`src/design/bps_pkg.sv`:
```
`timescale 1ns / 1ps
// ----------------------------------------------------------------------------
// bps_pkg: shared types and constants for the box/plane side classifier
// Field widths, side codes and the structs passed between pipeline stages.
// ----------------------------------------------------------------------------
package bps_pkg;

  localparam int CoordW   = 32;
  localparam int NormW    = 16;
  localparam int ProdW    = CoordW + NormW;   // one normal * coordinate product
  localparam int SumW     = ProdW + 2;        // sum of three products
  localparam int FracNorm = 14;               // Q2.14 normal fraction bits

  localparam int InDataW  = 6 * CoordW + 3 * NormW + CoordW;
  localparam int InUserW  = 6;
  localparam int OutDataW = 8;

  // Plane kinds below this value are axial
  localparam logic [2:0] AXIAL_KINDS = 3'd3;
  localparam logic [2:0] KIND_X      = 3'd0;
  localparam logic [2:0] KIND_Y      = 3'd1;
  localparam logic [2:0] KIND_Z      = 3'd2;

  // Side mask codes
  localparam logic [1:0] SIDE_FRONT = 2'd1;
  localparam logic [1:0] SIDE_BACK  = 2'd2;
  localparam logic [1:0] SIDE_BOTH  = 2'd3;

  // One input word, unpacked
  typedef struct packed {
    logic signed [CoordW-1:0] min_x;
    logic signed [CoordW-1:0] min_y;
    logic signed [CoordW-1:0] min_z;
    logic signed [CoordW-1:0] max_x;
    logic signed [CoordW-1:0] max_y;
    logic signed [CoordW-1:0] max_z;
    logic signed [NormW-1:0]  normal_x;
    logic signed [NormW-1:0]  normal_y;
    logic signed [NormW-1:0]  normal_z;
    logic signed [CoordW-1:0] plane_offset;
    logic [2:0]               plane_kind;
    logic [2:0]               sign_mask;
  } item_t;

  // After corner selection
  typedef struct packed {
    logic                     axial;
    logic [1:0]               axial_side;
    logic signed [NormW-1:0]  nx;
    logic signed [NormW-1:0]  ny;
    logic signed [NormW-1:0]  nz;
    logic signed [CoordW-1:0] fx;
    logic signed [CoordW-1:0] fy;
    logic signed [CoordW-1:0] fz;
    logic signed [CoordW-1:0] bx;
    logic signed [CoordW-1:0] by;
    logic signed [CoordW-1:0] bz;
    logic signed [CoordW-1:0] plane_d;
  } sel_t;

  // After the multipliers
  typedef struct packed {
    logic                     axial;
    logic [1:0]               axial_side;
    logic signed [ProdW-1:0]  pfx;
    logic signed [ProdW-1:0]  pfy;
    logic signed [ProdW-1:0]  pfz;
    logic signed [ProdW-1:0]  pbx;
    logic signed [ProdW-1:0]  pby;
    logic signed [ProdW-1:0]  pbz;
    logic signed [CoordW-1:0] plane_d;
  } prod_t;

  // After the adders
  typedef struct packed {
    logic                     axial;
    logic [1:0]               axial_side;
    logic signed [SumW-1:0]   dot_front;
    logic signed [SumW-1:0]   dot_back;
    logic signed [CoordW-1:0] plane_d;
  } sum_t;

endpackage

```
`src/design/bps_compare.sv`:
```
`timescale 1ns / 1ps
// ----------------------------------------------------------------------------
// bps_compare: final stage and output register
// Compares both dot products with the scaled distance and holds the result.
// ----------------------------------------------------------------------------
module bps_compare (
  input  logic          clk,
  input  logic          rst,
  input  logic          in_valid,
  output logic          in_ready,
  input  bps_pkg::sum_t in_sum,
  output logic          out_valid,
  input  logic          out_ready,
  output logic [1:0]    side_mask
);

  logic                             valid;
  logic signed [bps_pkg::SumW-1:0] dist_scaled;
  logic                             front_hit;
  logic                             back_hit;
  logic [1:0]                       side_next;

  assign in_ready  = !valid || out_ready;
  assign out_valid = valid;

  // Scale Q16.16 distance to Q.30 and compare
  always_comb begin
    dist_scaled = {{(bps_pkg::SumW - bps_pkg::CoordW - bps_pkg::FracNorm)
                    {in_sum.plane_d[bps_pkg::CoordW-1]}},
                   in_sum.plane_d, {bps_pkg::FracNorm{1'b0}}};
    front_hit   = in_sum.dot_front >= dist_scaled;
    back_hit    = in_sum.dot_back < dist_scaled;
    side_next   = in_sum.axial ? in_sum.axial_side : {back_hit, front_hit};
  end

  // Hold the result until the sink takes it
  always_ff @(posedge clk) begin
    if (rst) begin
      valid <= 1'b0;
    end else if (in_ready) begin
      valid <= in_valid;
    end
  end

  always_ff @(posedge clk) begin
    if (in_ready && in_valid) begin
      side_mask <= side_next;
    end
  end

endmodule

```
`config.mk`:
```
export PLATFORM = sky130hd
export DESIGN_NAME = bps_compare
export DESIGN_NICKNAME = d
export VERILOG_FILES = /design/src/design/bps_pkg.sv /design/src/design/bps_compare.sv
export SDC_FILE = /design/constraint.sdc
export NUM_CORES = 1
export LEC_CHECK = 0
export BUFFER_PORTS_ARGS = -buffer_cell sky130_fd_sc_hd__buf_2
export CAP_MARGIN = 30
export CORE_MARGIN = 2
export CORE_UTILIZATION = 30
export DETAILED_ROUTE_END_ITERATION = 6
export GPL_ROUTABILITY_DRIVEN = 1
export SYNTH_ARGS = -nofsm -noshare
export SYNTH_HDL_FRONTEND = slang
export SYNTH_SLANG_ARGS = --single-unit
```
`constraint.sdc`:
```
create_clock -name clk -period 2.5 [get_ports clk]
set_input_delay 0.125 -clock clk [delete_from_list [all_inputs] [get_ports clk]]
set_output_delay 0.125 -clock clk [all_outputs]
set_load 0.05 [all_outputs]
```
==> results.py, run 1 <==
metrics = {
    "floorplan": {
        "dieArea_sq_um": 6780,
        "core_sq_um": 5920,
        "ios": 143,
        "fp.dieH_microns": 82.3,
        "start_util_pct": 31.1,
        "die_w_microns": 82.3,
        "rows": 28,
    },
    "route": {
        "vias": 2060,
        "drt_iter0_markers": 29,
        "wl_met3_microns": 320,
        "routed.top_layer": "met4",
        "drt-pass1-iter-count": 4,
        "post-route-drc-count": 0,
        "via_per_inst": 4.67,
        "post_drt_wl_per_cell_microns": 11.2,
        "drt-met1-wl_microns": 2180,
        "wl_met2_microns": 2390,
        "ant_nets": 0,
        "routed_wl_microns": 4940,
    },
    "global_route": {
        "track_usage_pct": 14.2,
        "grt_pass1_vias": 1993,
        "grt.overflow.total": 0,
        "grt_max_degree": 8,
        "antenna_found_initial": 0,
        "grt_first_pass_wirelength_microns": 7850,
    },
    "cts": {
        "cts_resized": 0,
        "cts_tree": "done",
        "numCtsBuffers": 3,
        "post-cts-setup-buffers": 0,
        "htreeDepth": 1,
        "path_clk_slew_ns": 0.03,
        "clock_latency_ns": 0.21,
        "clock_path_buffers": 2,
        "cts_hold_buffers": 0,
        "cts_root_buf": "clkbuf_8",
        "clock_sinks": 3,
    },
    "timing": {
        "worstMarginPinSlew_ns": 0.355,
        "final_max_slew_viol_count": 0,
        "final_hold_viol_count": 0,
        "fin_crit_sh_pct": 86.4,
        "fin_crit_ns": 2.16,
        "fin_skew_ns": 0.00209,
        "grt_setup_unrepaired": "false",
        "slew_headroom_pct": 76.4,
        "setup_viol": 0,
        "tns_ns": 0,
        "clock.fmax_mhz": 463,
    },
    "synth": {
        "yosysSeqAreaShare_pct": 4.35,
        "synth_enable_flop_cells": 2,
        "ys_types": 32,
        "synth_area_per_cell_sq_um": 7.90,
        "synth.area.top_cells": "ha_1 (48%), a21oi_1 (9.8%), inv_1 (7.1%)",
        "ys.flop_type": "edfxtp_1",
        "postSynth.asyncResetShare_pct": 0,
        "yosysWarningCount": 0,
        "synth_nets": 443,
        "yosys.area.top_type": "ha_1",
        "synth_cells": 233,
        "synth_area_sq_um": 1840,
        "synth_top_area_share_pct": 48.3,
        "synth_seq_cells": 3,
    },
    "layout": {
        "syn_to_final_growth_pct": 42.8,
        "fin_util_pct": 44.4,
        "num_antenna_cells": 0,
        "nets": 577,
        "fillers": 638,
        "drive_above_1_share_pct": 37.2,
    },
    "critical_path": {
        "path_max_fanout": 7,
        "r2r_end": "side_mask[0]",
        "required_ns": 2.45,
        "ff2ff_setup_slack_ns": 1.65,
        "critPathKind": "primary input to flop",
        "reg2reg_from": "out_valid",
        "cp-start-kind": "primary input",
        "r2r_cells": 2,
        "endpoint_kind": "flop",
        "critical_path_arrival_ns": 2.11,
    },
    "hold_path": {
        "hold_path_class": "primary input to flop",
        "hold_path_depth": 2,
        "whs_endpoint": "out_valid",
        "hp-start": "rst",
    },
    "place": {
        "io_buffers": 128,
        "gp_congestion": 0.757,
        "dp_hpwl_microns": 4770,
    },
    "job": {
        "maxCapViolCount": 0,
    },
    "run_status": {
        "outcome": "finished clean",
    },
    "power_and_ir_drop": {
        "power.density_nw_per_um2": 220,
        "ir_worst_vdd_v": 0.000175,
        "p_leak_nw": 1.56,
    },
}
[cell usage in the layout, fill, tap and decap left out, types with 4 or more instances in the layout]
cell type  synthesis  routed
o21ai_0            8       8
ha_1              71      71
nand2b_1           4       4
nand2_1           18      18
nor2_1             4       4
inv_1             35      35
o21ai_1            5       5
buf_2              0     128
a21o_1             6       6
nand4_1            7       7
nand3_1            6       6
and4_1             5       5
a21oi_1           36      36
[registers in the layout (all words and copies together), names as in the netlist]
signal,count
out_valid,1
side_mask,2
[routing by layer]
metal	GRT usage, %	vias to the layer above
met5	0	-
met4	2.83	0
met2	25.8	64
met1	17.9	864
met3	1.41	4
li1	-	1128
[critical path, cell delays in order]
cell     delay [ns]
buf_2          0.07
inv_1          0.11
ha_1           0.39
nand4_2        0.15
or4_4          0.59
nor4_4         0.24
a211o_1        0.15
nor4_1         0.05
xnor2_1        0.15
a21oi_1        0.09
[report_power, final]
part | total [W] | switching, W | internal [W]
Combinational | 0.000382 | 0.000192 | 0.000190
Sequential | 0.0000602 | 0.00000119 | 0.0000590
Clock | 0.000135 | 0.0000271 | 0.000108
[worst max path at each step]
| stage | startpoint | to | depth (start not counted) |
|---|---|---|---|
| after floorplan | in_sum[31] | side_mask[0] | 9 |
| after global placement | in_sum[31] | side_mask[0] | 10 |
| after detailed placement | in_sum[31] | side_mask[0] | 10 |
| after CTS | in_sum[31] | side_mask[0] | 10 |
| after global routing | in_sum[31] | side_mask[0] | 10 |
| final | in_sum[31] | side_mask[0] | 10 |
[logic make-up after synthesis]
group           count (synthesis)  synth area share, %
flops                           3                 4.35
simple gates                   59                 19.8
compound gates                 63                 19.4
xor+xnor                        2                0.952
fa+ha+maj                      71                 48.3
buf+inv                        35                 7.14
[stage by stage]
stage	hold slack [ns]	cell area (sq um)	power (W)	cells	setup WS [ns]
3_3_place_gp	0.282	2580	0.000440	437	0.109
4_1_cts	0.0771	2630	0.000587	441	0.304
5_1_grt	0.0846	2630	0.000654	441	0.119
2_1_floorplan	0.194	1840	0.000292	233	0.306
3_5_place_dp	0.296	2580	0.000447	437	0.0970
6_report	0.0776	2630	0.000577	441	0.340
[final cells by class]
cell class                      instances  area, sq um  share of cell area (%)
Multi-Input combinational cell        195         1630                    62.0
Clock buffer                            4         45.0                    1.71
Timing Repair Buffer                  129          648                    24.7
Inverter                               35          131                    5.00
Sequential cell                         3         80.1                    3.05
Tap cell                               75         93.8                    3.57
[Yosys cell counts (3+ instances only)]
library cell  count
nand4_1           7
ha_1             71
a21oi_1          36
inv_1            35
o21ai_1           5
a211oi_1          3
a21o_1            6
nand2_1          18
nand2b_1          4
o21ai_0           8
and4_1            5
nor4_1            3
nand3_1           6
nor2_1            4
Note: power is estimated with default switching activity, not from simulation.
==> run 2, diff against run 1 <==
RECOVER_POWER = 25   (was default)
==> results.py, run 2 (synthesis results as in run 1) <==
metrics = {
    "run_status": {
        "outcome": "finished clean",
    },
    "layout": {
        "stdcell_area_sq_um": 2630,
        "final_cells": 441,
        "mostFrequentLayoutCell": "buf_2",
        "area.sequential_sq_um": 80.1,
        "num_antenna_cells": 0,
        "largest_reg_flops": 2,
        "fin_util_pct": 44.4,
        "drive_above_1_share_pct": 37.2,
        "fillers": 638,
        "syn_to_final_growth_pct": 42.8,
        "mostFrequentLayoutCells": "buf_2 (128), ha_1 (71), a21oi_1 (36)",
        "nets": 577,
        "regMostFlops": "side_mask",
        "multiInputGateArea_sq_um": 1630,
    },
    "hold_path": {
        "hold_path_depth": 2,
        "hold_path_class": "primary input to flop",
    },
    "power_and_ir_drop": {
        "ir_worst_vdd_v": 0.000175,
        "p_leak_nw": 1.56,
        "power.density_nw_per_um2": 220,
    },
    "cts": {
        "clock_path_buffers": 2,
        "clock_sinks": 3,
        "cts_root_buf": "clkbuf_8",
        "cts_tree": "done",
        "path_clk_slew_ns": 0.03,
        "htreeDepth": 1,
        "cts_hold_buffers": 0,
        "post-cts-setup-buffers": 0,
        "numCtsBuffers": 3,
        "cts_resized": 0,
        "clock_latency_ns": 0.21,
    },
    "place": {
        "dp.cells": 437,
        "post_dp_cell_area_sq_um": 2580,
        "dp_hpwl_microns": 4770,
        "pre_cts_slack_ns": 0.0970,
        "gp_congestion": 0.757,
        "io_buffers": 128,
    },
    "timing": {
        "fin_ws_ns": 0.340,
        "fin_crit_ns": 2.16,
        "fin_crit_sh_pct": 86.4,
        "tns_ns": 0,
        "setup_viol": 0,
        "fin_skew_ns": 0.00209,
        "clock.fmax_mhz": 463,
        "grt_setup_unrepaired": "false",
        "final_hold_viol_count": 0,
        "slew_headroom_pct": 76.4,
        "final_max_slew_viol_count": 0,
        "worstMarginPinSlew_ns": 0.355,
    },
    "floorplan": {
        "die_w_microns": 82.3,
        "fp.dieH_microns": 82.3,
        "start_util_pct": 31.1,
        "core_sq_um": 5920,
        "dieArea_sq_um": 6780,
        "rows": 28,
        "ios": 143,
    },
    "route": {
        "post_drt_wl_per_cell_microns": 11.2,
        "routed_wl_microns": 4940,
        "drt_iter0_markers": 29,
        "drt-pass1-iter-count": 4,
        "vias": 2060,
        "ant_nets": 0,
        "post-route-drc-count": 0,
        "via_per_inst": 4.67,
    },
    "critical_path": {
        "critPathKind": "primary input to flop",
        "critical_path_arrival_ns": 2.11,
        "required_ns": 2.45,
        "r2r_cells": 2,
        "path_max_fanout": 7,
        "endpoint_kind": "flop",
        "cp-start-kind": "primary input",
    },
    "job": {
        "maxCapViolCount": 0,
    },
    "global_route": {
        "grt_first_pass_wirelength_microns": 7850,
        "grt_pass1_vias": 1993,
        "grt_max_degree": 8,
        "track_usage_pct": 14.2,
        "antenna_found_initial": 0,
        "grt.overflow.total": 0,
    },
}
run 2: cell counts in the layout (fill, tap and decap cells not counted):
No cell type changed its count.
run 2: area by class of cell:
cell class / instances / share of cell area (%)
timing repair buffer: 129 / 24.7
sequential: 3 / 3.05
clock buffer: 4 / 1.71
tap: 75 / 3.57
multi-input combinational: 195 / 62.0
inverter: 35 / 5.00
run 2: power by group:
group          internal (W)  switching (W)
logic              0.000190       0.000192
registers         0.0000590     0.00000119
clock network      0.000108      0.0000271
run 2: critical path, stage by stage:
cell	delay [ns]
buf_2	0.07
inv_1	0.11
ha_1	0.39
nand4_2	0.15
or4_4	0.59
nor4_4	0.24
a211o_1	0.15
nor4_1	0.05
xnor2_1	0.15
a21oi_1	0.09
run 2: worst paths after layout:
path	startpoint	end	slack, ns
hold reg to reg	out_valid	out_valid	0.51
hold / removal	rst	out_valid	0.08
setup / recovery	in_sum[31]	side_mask[0]	0.34
setup reg to reg	out_valid	side_mask[0]	1.63
run 2: per-stage QoR:
step	hold slack [ns]	total power, W
after global routing	0.0846	0.000653
after detailed placement	0.296	0.000447
after floorplan	0.194	0.000292
after CTS	0.0771	0.000587
final	0.0776	0.000577
after global placement	0.282	0.000440
run 2: per-layer routing:
metal / GRT usage [%] / up-vias / share of wire (%)
met5: 0 / - / 0
met4: 2.83 / 0 / 1.1
met3: 1.41 / 4 / 6.5
met2: 25.8 / 64 / 48
met1: 17.9 / 864 / 44
li1: - / 1128 / -
==> run 3, diff against run 2 <==
CORE_UTILIZATION = 41   (was 30)
PLACE_DENSITY = 0.83   (was default)
==> results.py, run 3 (synthesis results as in run 1) <==
metrics = {
    "floorplan": {
        "ios": 143,
        "rows": 24,
        "fp.dieH_microns": 71,
        "start_util_pct": 42.3,
        "die_w_microns": 71,
        "dieArea_sq_um": 5040,
        "core_sq_um": 4350,
    },
    "place": {
        "dp_hpwl_microns": 4680,
        "io_buffers": 128,
        "pre_cts_slack_ns": 0.103,
        "gp_congestion": 0.820,
    },
    "layout": {
        "multiInputGateArea_sq_um": 1630,
        "nets": 577,
        "num_antenna_cells": 0,
        "mostFrequentLayoutCell": "buf_2",
        "fin_util_pct": 59.7,
        "area.sequential_sq_um": 80.1,
        "largest_reg_flops": 2,
        "regMostFlops": "side_mask",
        "drive_above_1_share_pct": 36.9,
        "fillers": 424,
        "syn_to_final_growth_pct": 41.1,
        "mostFrequentLayoutCells": "buf_2 (127), ha_1 (71), a21oi_1 (36)",
    },
    "hold_path": {
        "hold_path_class": "primary input to flop",
    },
    "run_status": {
        "outcome": "finished clean",
    },
    "power_and_ir_drop": {
        "ir_worst_vdd_v": 0.0000908,
        "power.density_nw_per_um2": 227,
        "p_leak_nw": 1.56,
    },
    "route": {
        "routed_wl_microns": 4970,
        "drt-pass1-iter-count": 4,
        "vias": 2134,
        "ant_nets": 0,
        "via_per_inst": 5.11,
        "post_drt_wl_per_cell_microns": 11.9,
        "drt_iter0_markers": 39,
        "post-route-drc-count": 0,
    },
    "critical_path": {
        "r2r_cells": 2,
        "critical_path_arrival_ns": 2.13,
        "startpoint": "in_sum[31]",
        "required_ns": 2.46,
        "path_max_fanout": 7,
        "critPathKind": "primary input to flop",
        "r2r_end": "side_mask[1]",
        "ff2ff_setup_slack_ns": 1.62,
        "cpMaxStageDelayCell": "or4_4",
        "reg2reg_from": "out_valid",
        "path_cells": "buf_2 > inv_1 > ha_1 > nand4_2 > or4_4 > nor4_4 > a211o_1 > nor4_1 > xnor2_1 > a21oi_1",
        "cp-start-kind": "primary input",
        "endpoint_kind": "flop",
        "slowest_delay_ns": 0.59,
        "crit_end": "side_mask[0]",
    },
    "cts": {
        "numCtsBuffers": 3,
        "post-cts-setup-buffers": 0,
        "cts_hold_buffers": 0,
        "htreeDepth": 1,
        "clock_sinks": 3,
        "cts_tree": "done",
        "clock_path_buffers": 2,
        "cts_root_buf": "clkbuf_8",
        "clock_latency_ns": 0.22,
        "cts_resized": 0,
        "path_clk_slew_ns": 0.03,
    },
    "timing": {
        "final_max_slew_viol_count": 0,
        "tns_ns": 0,
        "slew_headroom_pct": 60.8,
        "fin_ws_ns": 0.327,
        "clock.fmax_mhz": 460,
        "fin_crit_ns": 2.17,
        "final_hold_viol_count": 0,
        "fin_skew_ns": 0.00267,
        "setup_viol": 0,
        "grt_setup_unrepaired": "false",
        "fin_crit_sh_pct": 86.9,
        "worstMarginPinSlew_ns": 0.590,
    },
    "global_route": {
        "grt_pass1_vias": 2106,
        "grt_max_degree": 8,
        "grt_first_pass_wirelength_microns": 7870,
        "track_usage_pct": 18.3,
        "grt.overflow.total": 0,
        "antenna_found_initial": 0,
    },
    "job": {
        "maxCapViolCount": 0,
    },
}
-- run 3: area by class of cell --
cell class / count / share of cell area (%)
clock buffer: 4 / 1.73
inverter: 35 / 5.06
multi-input combinational: 195 / 62.7
sequential: 3 / 3.08
tap: 52 / 2.50
timing repair buffer: 129 / 24.9
-- run 3: how the worst min path moves through the flow --
stage               start   endpoint  slack, ns  cells past startpoint
floorplan             rst  out_valid       0.19                      1
global placement      rst  out_valid       0.28                      2
detailed placement    rst  out_valid       0.29                      2
CTS                   rst  out_valid       0.08                      2
global route          rst  out_valid       0.08                      2
finish                rst  out_valid       0.09                      2
-- run 3: report_power, final --
| group | internal [W] | leakage, nW | total, W | switching (W) |
|---|---|---|---|---|
| clock | 0.000109 | 0.0228 | 0.000144 | 0.0000353 |
| sequential | 0.0000589 | 0.0277 | 0.0000601 | 0.00000116 |
| combinational | 0.000191 | 1.51 | 0.000386 | 0.000195 |
| total | 0.000359 | 1.56 | 0.000590 | 0.000232 |
-- run 3: stage by stage --
step                power [W]  hold slack (ns)  std cells  cell area (sq um)
floorplan            0.000292            0.194        233               1840
CTS                  0.000595           0.0801        418               2600
detailed placement   0.000447            0.288        414               2550
global placement     0.000433            0.282        414               2550
global route         0.000647           0.0785        418               2600
finish               0.000590           0.0913        418               2600
-- run 3: layer usage --
layer,routed length [microns],global-route usage (%),vias up,part of all wire [%]
met2,2650,36.8,77,53
met4,57,4.82,0,1.1
met1,2000,20.4,919,40
met5,0,0,-,0
li1,-,-,1132,-
met3,265,1.28,6,5.3
-- run 3: critical path, delay by kind of cell --
family,cells,cell delay (ns)
fa+ha+maj,1,0.39
simple gates,4,1.04
buf+inv,2,0.17
compound gates,2,0.25
xor+xnor,1,0.16
