$ cat config.mk
export PLATFORM = sky130hd
export DESIGN_NAME = bps_select
export DESIGN_NICKNAME = d
export VERILOG_FILES = /design/src/design/bps_pkg.sv /design/src/design/bps_select.sv
export SDC_FILE = /design/constraint.sdc
export NUM_CORES = 1
export LEC_CHECK = 0
export BUFFER_PORTS_ARGS = -buffer_cell sky130_fd_sc_hd__buf_2
export CELL_PAD_IN_SITES_DETAIL_PLACEMENT = 0
export CELL_PAD_IN_SITES_GLOBAL_PLACEMENT = 1
export CORE_AREA = 2 2 217 219
export CTS_BUF_LIST = sky130_fd_sc_hd__clkbuf_8
export DETAILED_ROUTE_END_ITERATION = 10
export DIE_AREA = 0 0 219 221
export GPL_TIMING_DRIVEN = 0
export HOLD_SLACK_MARGIN = 0.12
export PLACE_DENSITY = 0.63
export SYNTH_ARGS = -nofsm -noshare
export SYNTH_HDL_FRONTEND = slang
export SYNTH_SLANG_ARGS = --single-unit
$ cat constraint.sdc
create_clock -name clk -period 8.1 [get_ports clk]
set_input_delay 0 -clock clk [delete_from_list [all_inputs] [get_ports clk]]
set_output_delay 0 -clock clk [all_outputs]
set_load 0.05 [all_outputs]
$ cat src/design/bps_pkg.sv
`timescale 1ns / 1ps
// ----------------------------------------------------------------------------
// bps_pkg: shared types and constants for the box/plane side classifier
// Field widths, side codes and the structs passed between pipeline stages.
// ----------------------------------------------------------------------------
package bps_pkg;

  localparam int CoordW   = 32;
  localparam int NormW    = 16;
  localparam int ProdW    = CoordW + NormW;   // one normal * coordinate product
  localparam int SumW     = ProdW + 2;        // sum of three products
  localparam int FracNorm = 14;               // Q2.14 normal fraction bits

  localparam int InDataW  = 6 * CoordW + 3 * NormW + CoordW;
  localparam int InUserW  = 6;
  localparam int OutDataW = 8;

  // Plane kinds below this value are axial
  localparam logic [2:0] AXIAL_KINDS = 3'd3;
  localparam logic [2:0] KIND_X      = 3'd0;
  localparam logic [2:0] KIND_Y      = 3'd1;
  localparam logic [2:0] KIND_Z      = 3'd2;

  // Side mask codes
  localparam logic [1:0] SIDE_FRONT = 2'd1;
  localparam logic [1:0] SIDE_BACK  = 2'd2;
  localparam logic [1:0] SIDE_BOTH  = 2'd3;

  // One input word, unpacked
  typedef struct packed {
    logic signed [CoordW-1:0] min_x;
    logic signed [CoordW-1:0] min_y;
    logic signed [CoordW-1:0] min_z;
    logic signed [CoordW-1:0] max_x;
    logic signed [CoordW-1:0] max_y;
    logic signed [CoordW-1:0] max_z;
    logic signed [NormW-1:0]  normal_x;
    logic signed [NormW-1:0]  normal_y;
    logic signed [NormW-1:0]  normal_z;
    logic signed [CoordW-1:0] plane_offset;
    logic [2:0]               plane_kind;
    logic [2:0]               sign_mask;
  } item_t;

  // After corner selection
  typedef struct packed {
    logic                     axial;
    logic [1:0]               axial_side;
    logic signed [NormW-1:0]  nx;
    logic signed [NormW-1:0]  ny;
    logic signed [NormW-1:0]  nz;
    logic signed [CoordW-1:0] fx;
    logic signed [CoordW-1:0] fy;
    logic signed [CoordW-1:0] fz;
    logic signed [CoordW-1:0] bx;
    logic signed [CoordW-1:0] by;
    logic signed [CoordW-1:0] bz;
    logic signed [CoordW-1:0] plane_d;
  } sel_t;

  // After the multipliers
  typedef struct packed {
    logic                     axial;
    logic [1:0]               axial_side;
    logic signed [ProdW-1:0]  pfx;
    logic signed [ProdW-1:0]  pfy;
    logic signed [ProdW-1:0]  pfz;
    logic signed [ProdW-1:0]  pbx;
    logic signed [ProdW-1:0]  pby;
    logic signed [ProdW-1:0]  pbz;
    logic signed [CoordW-1:0] plane_d;
  } prod_t;

  // After the adders
  typedef struct packed {
    logic                     axial;
    logic [1:0]               axial_side;
    logic signed [SumW-1:0]   dot_front;
    logic signed [SumW-1:0]   dot_back;
    logic signed [CoordW-1:0] plane_d;
  } sum_t;

endpackage

$ cat src/design/bps_select.sv
`timescale 1ns / 1ps
// ----------------------------------------------------------------------------
// bps_select: first pipeline stage
// Resolves axial planes outright and picks near and far corners otherwise.
// ----------------------------------------------------------------------------
module bps_select (
  input  logic           clk,
  input  logic           rst,
  input  logic           in_valid,
  output logic           in_ready,
  input  bps_pkg::item_t in_item,
  output logic           out_valid,
  input  logic           out_ready,
  output bps_pkg::sel_t  out_sel
);

  logic          valid;
  bps_pkg::sel_t sel_next;
  logic signed [bps_pkg::CoordW-1:0] lo_axis;
  logic signed [bps_pkg::CoordW-1:0] hi_axis;

  assign in_ready  = !valid || out_ready;
  assign out_valid = valid;

  // Pick the coordinate named by an axial plane
  always_comb begin
    case (in_item.plane_kind)
      bps_pkg::KIND_X: begin
        lo_axis = in_item.min_x;
        hi_axis = in_item.max_x;
      end
      bps_pkg::KIND_Y: begin
        lo_axis = in_item.min_y;
        hi_axis = in_item.max_y;
      end
      default: begin
        lo_axis = in_item.min_z;
        hi_axis = in_item.max_z;
      end
    endcase
  end

  // Classify axial planes, select corners for general ones
  always_comb begin
    sel_next.axial = in_item.plane_kind < bps_pkg::AXIAL_KINDS;
    if (in_item.plane_offset <= lo_axis) begin
      sel_next.axial_side = bps_pkg::SIDE_FRONT;
    end else if (in_item.plane_offset >= hi_axis) begin
      sel_next.axial_side = bps_pkg::SIDE_BACK;
    end else begin
      sel_next.axial_side = bps_pkg::SIDE_BOTH;
    end
    sel_next.nx   = in_item.normal_x;
    sel_next.ny   = in_item.normal_y;
    sel_next.nz   = in_item.normal_z;
    // A set sign bit means the front corner sits at the minimum
    sel_next.fx   = in_item.sign_mask[0] ? in_item.min_x : in_item.max_x;
    sel_next.bx   = in_item.sign_mask[0] ? in_item.max_x : in_item.min_x;
    sel_next.fy   = in_item.sign_mask[1] ? in_item.min_y : in_item.max_y;
    sel_next.by   = in_item.sign_mask[1] ? in_item.max_y : in_item.min_y;
    sel_next.fz   = in_item.sign_mask[2] ? in_item.min_z : in_item.max_z;
    sel_next.bz   = in_item.sign_mask[2] ? in_item.max_z : in_item.min_z;
    sel_next.plane_d = in_item.plane_offset;
  end

  // Advance the stage when downstream has room
  always_ff @(posedge clk) begin
    if (rst) begin
      valid <= 1'b0;
    end else if (in_ready) begin
      valid <= in_valid;
    end
  end

  always_ff @(posedge clk) begin
    if (in_ready && in_valid) begin
      out_sel <= sel_next;
    end
  end

endmodule

==> results of run 1 <==
through the flow:
stage | area [sq um] | worst slack [ns] | util
global placement | 16800 | -2.22 | 0.365
floorplan | 13300 | 0.161 | -
detailed placement | 16900 | 4.04 | 0.368
cells by family after synthesis:
kind of cell             synth area share
flip-flops                          0.623
AND/OR/NAND/NOR                    0.0388
adder cells (fa/ha/maj)            0.0603
buffers and inverters              0.0132
multiplexers                        0.211
AO/OA/AOI/OAI                      0.0539
==> results.tsv, run 1 <==
stage	metric	value	unit
outcome	status	stopped before the end	
outcome	lastStage	clock tree synthesis (4_1_cts)	
outcome	tool.error	[ERROR RSZ-0060] Max buffer count reached.	
logic_synthesis	yosys.cell_types.count	42	
logic_synthesis	synthArstFlopShare	0	
logic_synthesis	synth_edf_count	275	
logic_synthesis	syn-num-nets	1219	
clocking	postCtsSetupBuffers	0	
logic_synthesis	yosysTopAreaCell	edfxtp_1	
logic_synthesis	ys_seq_area_frac	0.623	
clocking	cts_hold_buf	426	
placement	hpwl	39300	microns
die	start_util	0.289	
logic_synthesis	ys.flop_type	edfxtp_1	
die	die_h	221	microns
placement	place_inst	2038	
placement	port_buffers	554	
logic_synthesis	ys.warnings.count	0	
logic_synthesis	synth_area_per_cell	15.2	sq um
clocking	cts-resized-gates	0	
placement	place.gp.congestion	0.805	
logic_synthesis	yosys.area.top_type_share	0.621	
clocking	clockRootBuffer	clkbuf_8	
clocking	clockBufferDepth	3	
logic_synthesis	yosys-top-cells-area	edfxtp_1 (62%), mux2_2 (16%), ha_1 (6.0%)	
clocking	cts.sinks	276	
die	rows	79	
die	die_x	219	microns
die	ios	559	
logic_synthesis	synth_common_cells	edfxtp_1 (275), mux2_2 (192), nand2_1 (73), o21ai_0 (65)	
clocking	cts_buffers	51	
logic_synthesis	yosys.cell_count.top_type	edfxtp_1	
clocking	htree_levels	2	
logic_synthesis	yosys_register_bits	276	
logic_synthesis	syn_inst	873	
logic_synthesis	synth_area	13300	sq um
==> run 2: changes to the inputs <==
Settings changed: CELL_PAD_IN_SITES_DETAIL_PLACEMENT 0 to default, CELL_PAD_IN_SITES_GLOBAL_PLACEMENT 1 to default, CORE_AREA 2 2 217 219 to 2 2 215 217, CTS_BUF_LIST sky130_fd_sc_hd__clkbuf_8 to default, DIE_AREA 0 0 219 221 to 0 0 217 219, HOLD_SLACK_MARGIN 0.12 to default, PLACE_DENSITY 0.63 to default, PLACE_DENSITY_LB_ADDON from default to 0.15.
==> run 2 against run 1 <==
Net effect: area after synthesis unchanged; synthesized cell count unchanged; the run now ends clean.
==> results.tsv, run 2 <==
stage	metric	value	unit
clocking	cts.sinks	276	
logic_synthesis	synth_xor_xnor_area_share	0	
layout	multiInputGateArea	4840	sq um
logic_synthesis	synthAdderAreaFrac	0.0603	
logic_synthesis	yosys-top-cells-area	edfxtp_1 (62%), mux2_2 (16%), ha_1 (6.0%)	
layout	final_cells	2465	
die	die_h	219	microns
placement	place_inst	2031	
logic_synthesis	ys_seq_area_frac	0.623	
clocking	cts.clk_slew.worst_paths	0.06	ns
timing	slew_violations	0	
logic_synthesis	synth_edf_count	275	
critical_path	crit_path_max_incr_delay	0.72	ns
logic_synthesis	synth_common_cells	edfxtp_1 (275), mux2_2 (192), nand2_1 (73), o21ai_0 (65)	
layout	fillers	4093	
layout	final_cell_mix	buf_2 (559), dlygate4sd3_1 (372), edfxtp_1 (275), mux2_2 (192), nand2_1 (73)	
layout	drive_above_1_share	0.435	
layout	syn_to_final_growth	63.8	%
logic_synthesis	synth_mux_area_frac	0.211	
critical_path	required	8.37	ns
placement	place.gp.congestion	0.788	
layout	regMostFlops	out_sel	
die	ios	559	
clocking	cts_tree	yes	
route	wl_per_cell	21.5	microns
timing	fin_setup_tns	0	ns
critical_path	arrival	4.24	ns
power	power	4.30	mW
logic_synthesis	yosysTopAreaCell	edfxtp_1	
critical_path	critPathCaptureType	register	
timing	max_slew_margin	0.331	
route	drt_iter0_drc	529	
global_route	grt_overflow	0	
global_route	grt_pass1_vias	12400	
layout	fin_util	0.483	
logic_synthesis	synth_area_per_cell	15.2	sq um
placement	placed_area	16900	sq um
route	drt_wl_total	52900	microns
logic_synthesis	synth_area	13300	sq um
logic_synthesis	ys.flop_type	edfxtp_1	
critical_path	slowest_stage	buf_1	
logic_synthesis	ys.warnings.count	0	
route	num_vias	11400	
timing	tightest_slew	1.00	ns
layout	antenna_cells	0	
power	leakage	9.11	nW
global_route	track_usage	0.215	
logic_synthesis	synth_compound_area_frac	0.0539	
placement	port_buffers	554	
logic_synthesis	yosys.cell_count.top_type	edfxtp_1	
global_route	grt_antenna_before_repair	0	
logic_synthesis	syn-num-nets	1219	
clocking	clockBufferDepth	3	
clocking	cts_hold_buf	372	
route	vias_per_cell	4.62	
clocking	cts_buffers	35	
layout	ff_latch_area	8280	sq um
critical_path	worstPathCellList	dlygate4sd3_1 -> buf_2 -> nor2_1 -> clkbuf_1 -> buf_1 -> nand2_1 -> o21ai_0 -> ha_1 -> nand4_1 -> nor4_1 -> a21boi_0 -> o41ai_1 -> and4_1 -> a211o_1	
placement	hpwl	39000	microns
die	rows	78	
clocking	insertion_delay	0.53	ns
die	start_util	0.295	
global_route	grt_pass1_wl	76000	microns
layout	finalInstanceArea	21800	sq um
clocking	clockRootBuffer	clkbuf_16	
layout	largest_reg_flops	275	
timing	finalSetupViolCount	0	
critical_path	start_kind	primary input	
layout	final_common_cell	buf_2	
logic_synthesis	syn_inst	873	
timing	fin_crit	3.97	ns
critical_path	critPathMaxFanout	10	
timing	rsz0062_at_grt	no	
route	antenna_left	0	
logic_synthesis	yosys.area.top_type_share	0.621	
die	die_x	217	microns
die	floorplan.die_area	47500	sq um
route	drcViolationCount	0	
timing	min_period_over_period	0.490	
logic_synthesis	synthSimpleGateAreaFrac	0.0388	
power	p_per_area	198	nW/um^2
critical_path	crit_type	in2reg	
global_route	grt_max_degree	61	
timing	max_freq	0.252	GHz
power	peakVddDrop	148	uV
timing	hold_viol	0	
layout	nets	2186	
clocking	postCtsSetupBuffers	0	
logic_synthesis	yosys.cell_types.count	42	
logic_synthesis	synthArstFlopShare	0	
logic_synthesis	synth_top_family_by_area	multiplexers	
die	coreArea	45100	sq um
route	firstDrtPassIters	5	
clocking	htree_levels	2	
logic_synthesis	yosys_register_bits	276	
min_path	hold_class	in2reg	
outcome	status	complete, no violations	
flow_run	cap_violations	0	
timing	finClkSkew	0.0138	ns
clocking	cts-resized-gates	0	
==> run 2: final cells by class <==
cell class              count  area share
flip-flops and latches    276       0.380
repair buffers            930       0.303
inverters                   3    0.000517
plain buffers              42     0.00753
clock inverters            18     0.00776
multi-input cells         552       0.222
well taps                 600      0.0345
clock buffers              44      0.0437
==> run 2: path summary, 6_finish.rpt <==
path	startpoint	endpoint	slack [ns]	cells after the start
worst max-delay path	in_item[5]	out_sel[272]$_SDFFCE_PP1P_	4.13	14
worst min register to register	out_valid$_SDFFE_PP0N_	out_valid$_SDFFE_PP0N_	1.10	3
worst min-delay path	in_item[64]	out_sel[250]$_DFFE_PP_	0.18	2
worst max register to register	out_valid$_SDFFE_PP0N_	out_sel[271]$_DFFE_PP_	5.79	4
==> run 2: through the flow <==
stage | worst slack, ns | hold WS (ns)
global placement | -2.60 | 0.161
CTS | 4.09 | 0.148
floorplan | 0.161 | 0.0691
global route | 3.82 | 0.163
finish | 4.13 | 0.182
detailed placement | 4.08 | 0.160
==> run 2: worst max-delay path, delay by kind of cell <==
family	cells	cell delay [ns]
AOI/OAI and AO/OA	4	0.84
adders and majority gates	1	0.19
buffers and inverters	4	1.78
and+or+nand+nor	5	1.40
==> run 2: cell families (layout without fill, tap and decap cells) <==
logic type | after synthesis | count (layout)
AO/OA/AOI/OAI | 120 | 120
adder cells (fa/ha/maj) | 64 | 64
buffers and inverters | 45 | 1037
flip-flops | 276 | 276
multiplexers | 256 | 256
AND/OR/NAND/NOR | 112 | 112
==> run 2: per-layer routing <==
metal,part of all wire,global-route usage,up-vias
li1,-,-,5361
met1,0.42,0.263,5545
met2,0.49,0.375,387
met3,0.061,0.0475,88
met4,0.027,0.0680,0
met5,0,0,-
==> run 2: report_power, final <==
group          switching [mW]  internal, mW
clock                   0.624         0.929
combinational           0.650         0.385
sequential             0.0226          1.69
(Power assumes the default switching activity.)
==> run 3: changes to the inputs <==
Clock period 8.1 ns to 3.65 ns, I/O delays scaled along.
==> run 3 against run 2 <==
Net effect: clock skew rose by 0.0011 ns; first-iteration DRC count fell by 15%; worst setup slack got worse by 3.7 ns; sequential share of layout area barely moved; register-to-register slack got worse by 4.6 ns; final cell count barely moved; count of clock-buffer cells in the layout rose by 2; design area barely moved.
==> results.tsv, run 3 (synthesized netlist as in run 2, its figures left out) <==
stage	metric	value	unit
route	antenna_left	0	
timing	fin_setup_tns	0	ns
critical_path	arrival	3.55	ns
route	drcViolationCount	0	
layout	final_common_cell	buf_2	
route	drt_iter0_drc	449	
timing	max_freq	0.307	GHz
global_route	grt_pass1_vias	12300	
global_route	grt_max_degree	69	
power	leakage	9.11	nW
route	vias_per_cell	4.62	
die	coreArea	45100	sq um
placement	placed_area	16900	sq um
critical_path	start_kind	primary input	
layout	fillers	4129	
global_route	track_usage	0.217	
clocking	clockRootBuffer	clkbuf_16	
power	p_per_area	437	nW/um^2
die	floorplan.die_area	47500	sq um
die	rows	78	
die	die_h	219	microns
timing	hold_viol	0	
layout	syn_to_final_growth	63.8	%
die	start_util	0.295	
clocking	cts_buffers	34	
placement	port_buffers	554	
clocking	insertion_delay	0.54	ns
layout	final_cell_mix	buf_2 (559), dlygate4sd3_1 (372), edfxtp_1 (275), mux2_2 (192), nand2_1 (73)	
timing	max_slew_margin	0.298	
layout	final_cells	2466	
route	wl_per_cell	21.6	microns
layout	drive_above_1_share	0.437	
power	peakVddDrop	320	uV
layout	regMostFlops	out_sel	
timing	slew_violations	0	
critical_path	critPathCaptureType	register	
clocking	clockBufferDepth	3	
layout	nets	2185	
timing	rsz0062_at_grt	no	
timing	finalSetupViolCount	0	
route	drt_wl_total	53200	microns
clocking	cts_tree	yes	
min_path	hold_class	in2reg	
timing	finClkSkew	0.0149	ns
outcome	status	complete, no violations	
timing	min_period_over_period	0.894	
global_route	grt_overflow	0	
clocking	postCtsSetupBuffers	0	
layout	largest_reg_flops	275	
clocking	cts.clk_slew.worst_paths	0.06	ns
global_route	grt_antenna_before_repair	5	
timing	fin_crit	3.26	ns
route	firstDrtPassIters	5	
clocking	cts.sinks	276	
global_route	grt_pass1_wl	76600	microns
flow_run	cap_violations	0	
critical_path	critPathMaxFanout	10	
die	die_x	217	microns
route	num_vias	11400	
clocking	htree_levels	2	
layout	finalInstanceArea	21800	sq um
layout	fin_util	0.483	
placement	place.gp.congestion	0.781	
die	ios	559	
critical_path	required	3.94	ns
placement	place_inst	2031	
timing	tightest_slew	1.05	ns
placement	hpwl	39000	microns
power	power	9.52	mW
critical_path	crit_type	in2reg	
-- run 3: cell types whose count changed in the layout (fill, tap and decap cells not counted) --
cell,delta
clkinv_1,-4
diode_2,+4
clkbuf_2,+3
buf_1,-1
clkinv_2,+1
clkinv_4,-1
inv_6,-1
-- run 3: power breakdown --
part / switching (mW) / internal, mW
combinational: 1.44 / 0.854
clock: 1.36 / 2.05
sequential: 0.0506 / 3.76
total: 2.85 / 6.66
-- run 3: worst paths after layout --
path                                from                         end  slack (ns)  depth (start not counted)
setup / recovery              in_item[5]  out_sel[272]$_SDFFCE_PP1P_        0.39                         12
setup reg to reg  out_valid$_SDFFE_PP0N_      out_sel[240]$_DFFE_PP_        1.15                          5
hold / removal                  in_valid      out_sel[185]$_DFFE_PP_        0.14                          2
hold reg to reg   out_valid$_SDFFE_PP0N_      out_sel[185]$_DFFE_PP_        1.02                          2
-- run 3: repair_timing --
action / CTS / global route
setup endpoints to repair: 0 / 1
gates resized for setup: 0 / 6
hold endpoints to repair: 274 / 0
hold buffers: 372 / 0
-- run 3: final cells by class --
type                    count  area [sq um]  area share
multi-input cells         552          4840       0.222
diodes                      4          10.0    0.000460
repair buffers            930          6610       0.304
clock buffers              46           960      0.0441
inverters                   3          11.3    0.000517
plain buffers              42           168     0.00770
flip-flops and latches    276          8280       0.380
well taps                 600           751      0.0345
clock inverters            13           141     0.00650
-- run 3: per-layer routing --
metal | wire length (microns) | up-vias | track usage
li1 | - | 5359 | -
met1 | 22600 | 5592 | 0.272
met2 | 25900 | 372 | 0.366
met3 | 3340 | 70 | 0.0541
met4 | 1390 | 2 | 0.0689
met5 | 11 | - | 0
-- run 3: through the flow --
stage          worst slack (ns)  hold slack [ns]
2_1_floorplan             0.215           0.0691
3_3_place_gp             -0.433            0.157
3_5_place_dp             -0.531            0.157
4_1_cts                  0.0440            0.127
5_1_grt                   0.106            0.153
6_report                  0.388            0.143
-- run 3: critical path, cell delays in order --
cell and delay, ns:
buf_2 0.10, nor2_1 0.27, clkbuf_1 0.45, clkbuf_1 0.49, o21ai_0 0.20, ha_1 0.39
nand4_1 0.13, or3_1 0.45, nor3_2 0.37, o41ai_1 0.22, and4_1 0.23, a211o_1 0.23
==> run 4: changes to the inputs <==
Settings changed: CORE_AREA 2 2 215 217 to 2 2 216 218, DIE_AREA 0 0 217 219 to 0 0 218 220.
==> run 4 against run 3 <==
Net effect: sequential power is essentially flat; register-to-register slack gained 0.21 ns; final cell count grew 0.36%; non-clock buffer count is the same; critical path type unchanged.
==> results.tsv, run 4 (synthesized netlist as in run 2, its figures left out) <==
stage	metric	value	unit
outcome	status	complete, no violations	
die	start_util	0.290	
power	leakage	9.11	nW
flow_run	cap_violations	0	
route	drt_iter0_drc	417	
timing	max_freq	0.295	GHz
route	wl_per_cell	21.4	microns
critical_path	crit_type	in2reg	
critical_path	critPathMaxFanout	11	
layout	drive_above_1_share	0.434	
global_route	grt_pass1_vias	12300	
critical_path	required	3.94	ns
layout	largest_reg_flops	275	
layout	final_cell_mix	buf_2 (559), dlygate4sd3_1 (372), edfxtp_1 (275), mux2_2 (192), nand2_1 (73)	
timing	rsz0062_at_grt	no	
placement	place.gp.congestion	0.788	
layout	regMostFlops	out_sel	
critical_path	critPathCaptureType	register	
layout	ff_latch_area	8280	sq um
clocking	cts_tree	yes	
die	die_h	220	microns
route	drcViolationCount	0	
timing	min_period_over_period	0.928	
route	drt_wl_total	52900	microns
layout	fillers	4193	
clocking	clockRootBuffer	clkbuf_16	
route	firstDrtPassIters	5	
die	floorplan.die_area	48000	sq um
die	die_x	218	microns
placement	hpwl	39100	microns
timing	max_slew_margin	0.285	
route	antenna_left	0	
power	p_per_area	437	nW/um^2
die	coreArea	45900	sq um
clocking	clockBufferDepth	3	
route	vias_per_cell	4.66	
layout	multiInputGateArea	4840	sq um
global_route	grt_antenna_before_repair	1	
global_route	grt_max_degree	68	
min_path	hold_class	in2reg	
layout	syn_to_final_growth	63.8	%
global_route	track_usage	0.213	
power	peakVddDrop	287	uV
route	num_vias	11500	
clocking	htree_levels	2	
critical_path	start_kind	primary input	
placement	port_buffers	554	
timing	tightest_slew	1.07	ns
global_route	grt_overflow	0	
clocking	cts.clk_slew.worst_paths	0.06	ns
clocking	cts_buffers	35	
critical_path	arrival	3.68	ns
timing	fin_crit	3.39	ns
clocking	cts.sinks	276	
clocking	postCtsSetupBuffers	0	
timing	finClkSkew	0.0147	ns
clocking	insertion_delay	0.55	ns
timing	hold_viol	0	
global_route	grt_pass1_wl	76200	microns
timing	slew_violations	0	
layout	final_common_cell	buf_2	
die	rows	79	
layout	nets	2186	
die	ios	559	
timing	finalSetupViolCount	0	
timing	fin_setup_tns	0	ns
power	power	9.50	mW
run 4: changes by cell type in the layout (fill, tap and decap cells not counted):
cell,previous run,this run
inv_6,0,1
clkbuf_1,41,40
clkbuf_16,37,36
diode_2,4,3
clkinv_2,5,3
clkinvlp_4,2,0
clkinv_8,0,1
clkbuf_2,3,2
clkinv_1,3,10
clkinv_4,0,1
run 4: per-layer routing:
| layer | track usage | vias to the layer above | part of all wire |
|---|---|---|---|
| li1 | - | 5380 | - |
| met1 | 0.271 | 5715 | 0.42 |
| met2 | 0.367 | 389 | 0.50 |
| met3 | 0.0467 | 51 | 0.064 |
| met4 | 0.0501 | 0 | 0.016 |
| met5 | 0 | - | 0 |
run 4: through the flow:
stage / hold slack (ns) / setup slack [ns] / utilization / cells / instance area (sq um)
after floorplan: 0.0691 / 0.215 / - / 873 / 13300
after global routing: 0.155 / 0.0205 / 0.475 / 2472 / 21800
after detailed placement: 0.160 / -0.506 / 0.369 / 2038 / 16900
final: 0.169 / 0.263 / 0.475 / 2475 / 21800
after global placement: 0.160 / -0.507 / 0.367 / 2034 / 16800
after CTS: 0.128 / 0.0693 / 0.474 / 2472 / 21800
run 4: worst paths after layout:
| check | startpoint | slack [ns] | endpoint | cells past startpoint |
|---|---|---|---|---|
| worst max-delay path | in_item[5] | 0.26 | out_sel[272]$_SDFFCE_PP1P_ | 12 |
| worst min-delay path | in_item[80] | 0.17 | out_sel[266]$_DFFE_PP_ | 2 |
| worst max register to register | out_valid$_SDFFE_PP0N_ | 1.36 | out_sel[251]$_DFFE_PP_ | 4 |
| worst min register to register | out_valid$_SDFFE_PP0N_ | 1.09 | out_valid$_SDFFE_PP0N_ | 3 |
run 4: critical path, cell delays in order:
cell and delay (ns):
buf_2 0.10, nor2_1 0.22, clkbuf_1 0.43, clkbuf_1 0.58, o21ai_0 0.17, ha_1 0.40, nand4_1 0.14, or3_1 0.48
nor3_2 0.44, o41ai_1 0.23, and4_1 0.24, a211o_1 0.23
run 4: timing repair:
item	CTS	global route
resized for setup	0	4
endpoints found under the hold margin	274	0
endpoints found under the setup margin	0	1
hold buffers	372	0
run 4: where the power goes:
part | switching (mW) | internal, mW | total, mW
Clock | 1.38 | 2.02 | 3.40
Combinational | 1.44 | 0.854 | 2.30
Sequential | 0.0508 | 3.76 | 3.81
run 4: cell type report:
class / instances / area share
Antenna cell: 3 / 0.000345
Buffer: 42 / 0.00764
Clock buffer: 43 / 0.0426
Clock inverter: 19 / 0.00810
Inverter: 3 / 0.000517
Multi-Input combinational cell: 552 / 0.222
Sequential cell: 276 / 0.380
Tap cell: 607 / 0.0349
Timing Repair Buffer: 930 / 0.303
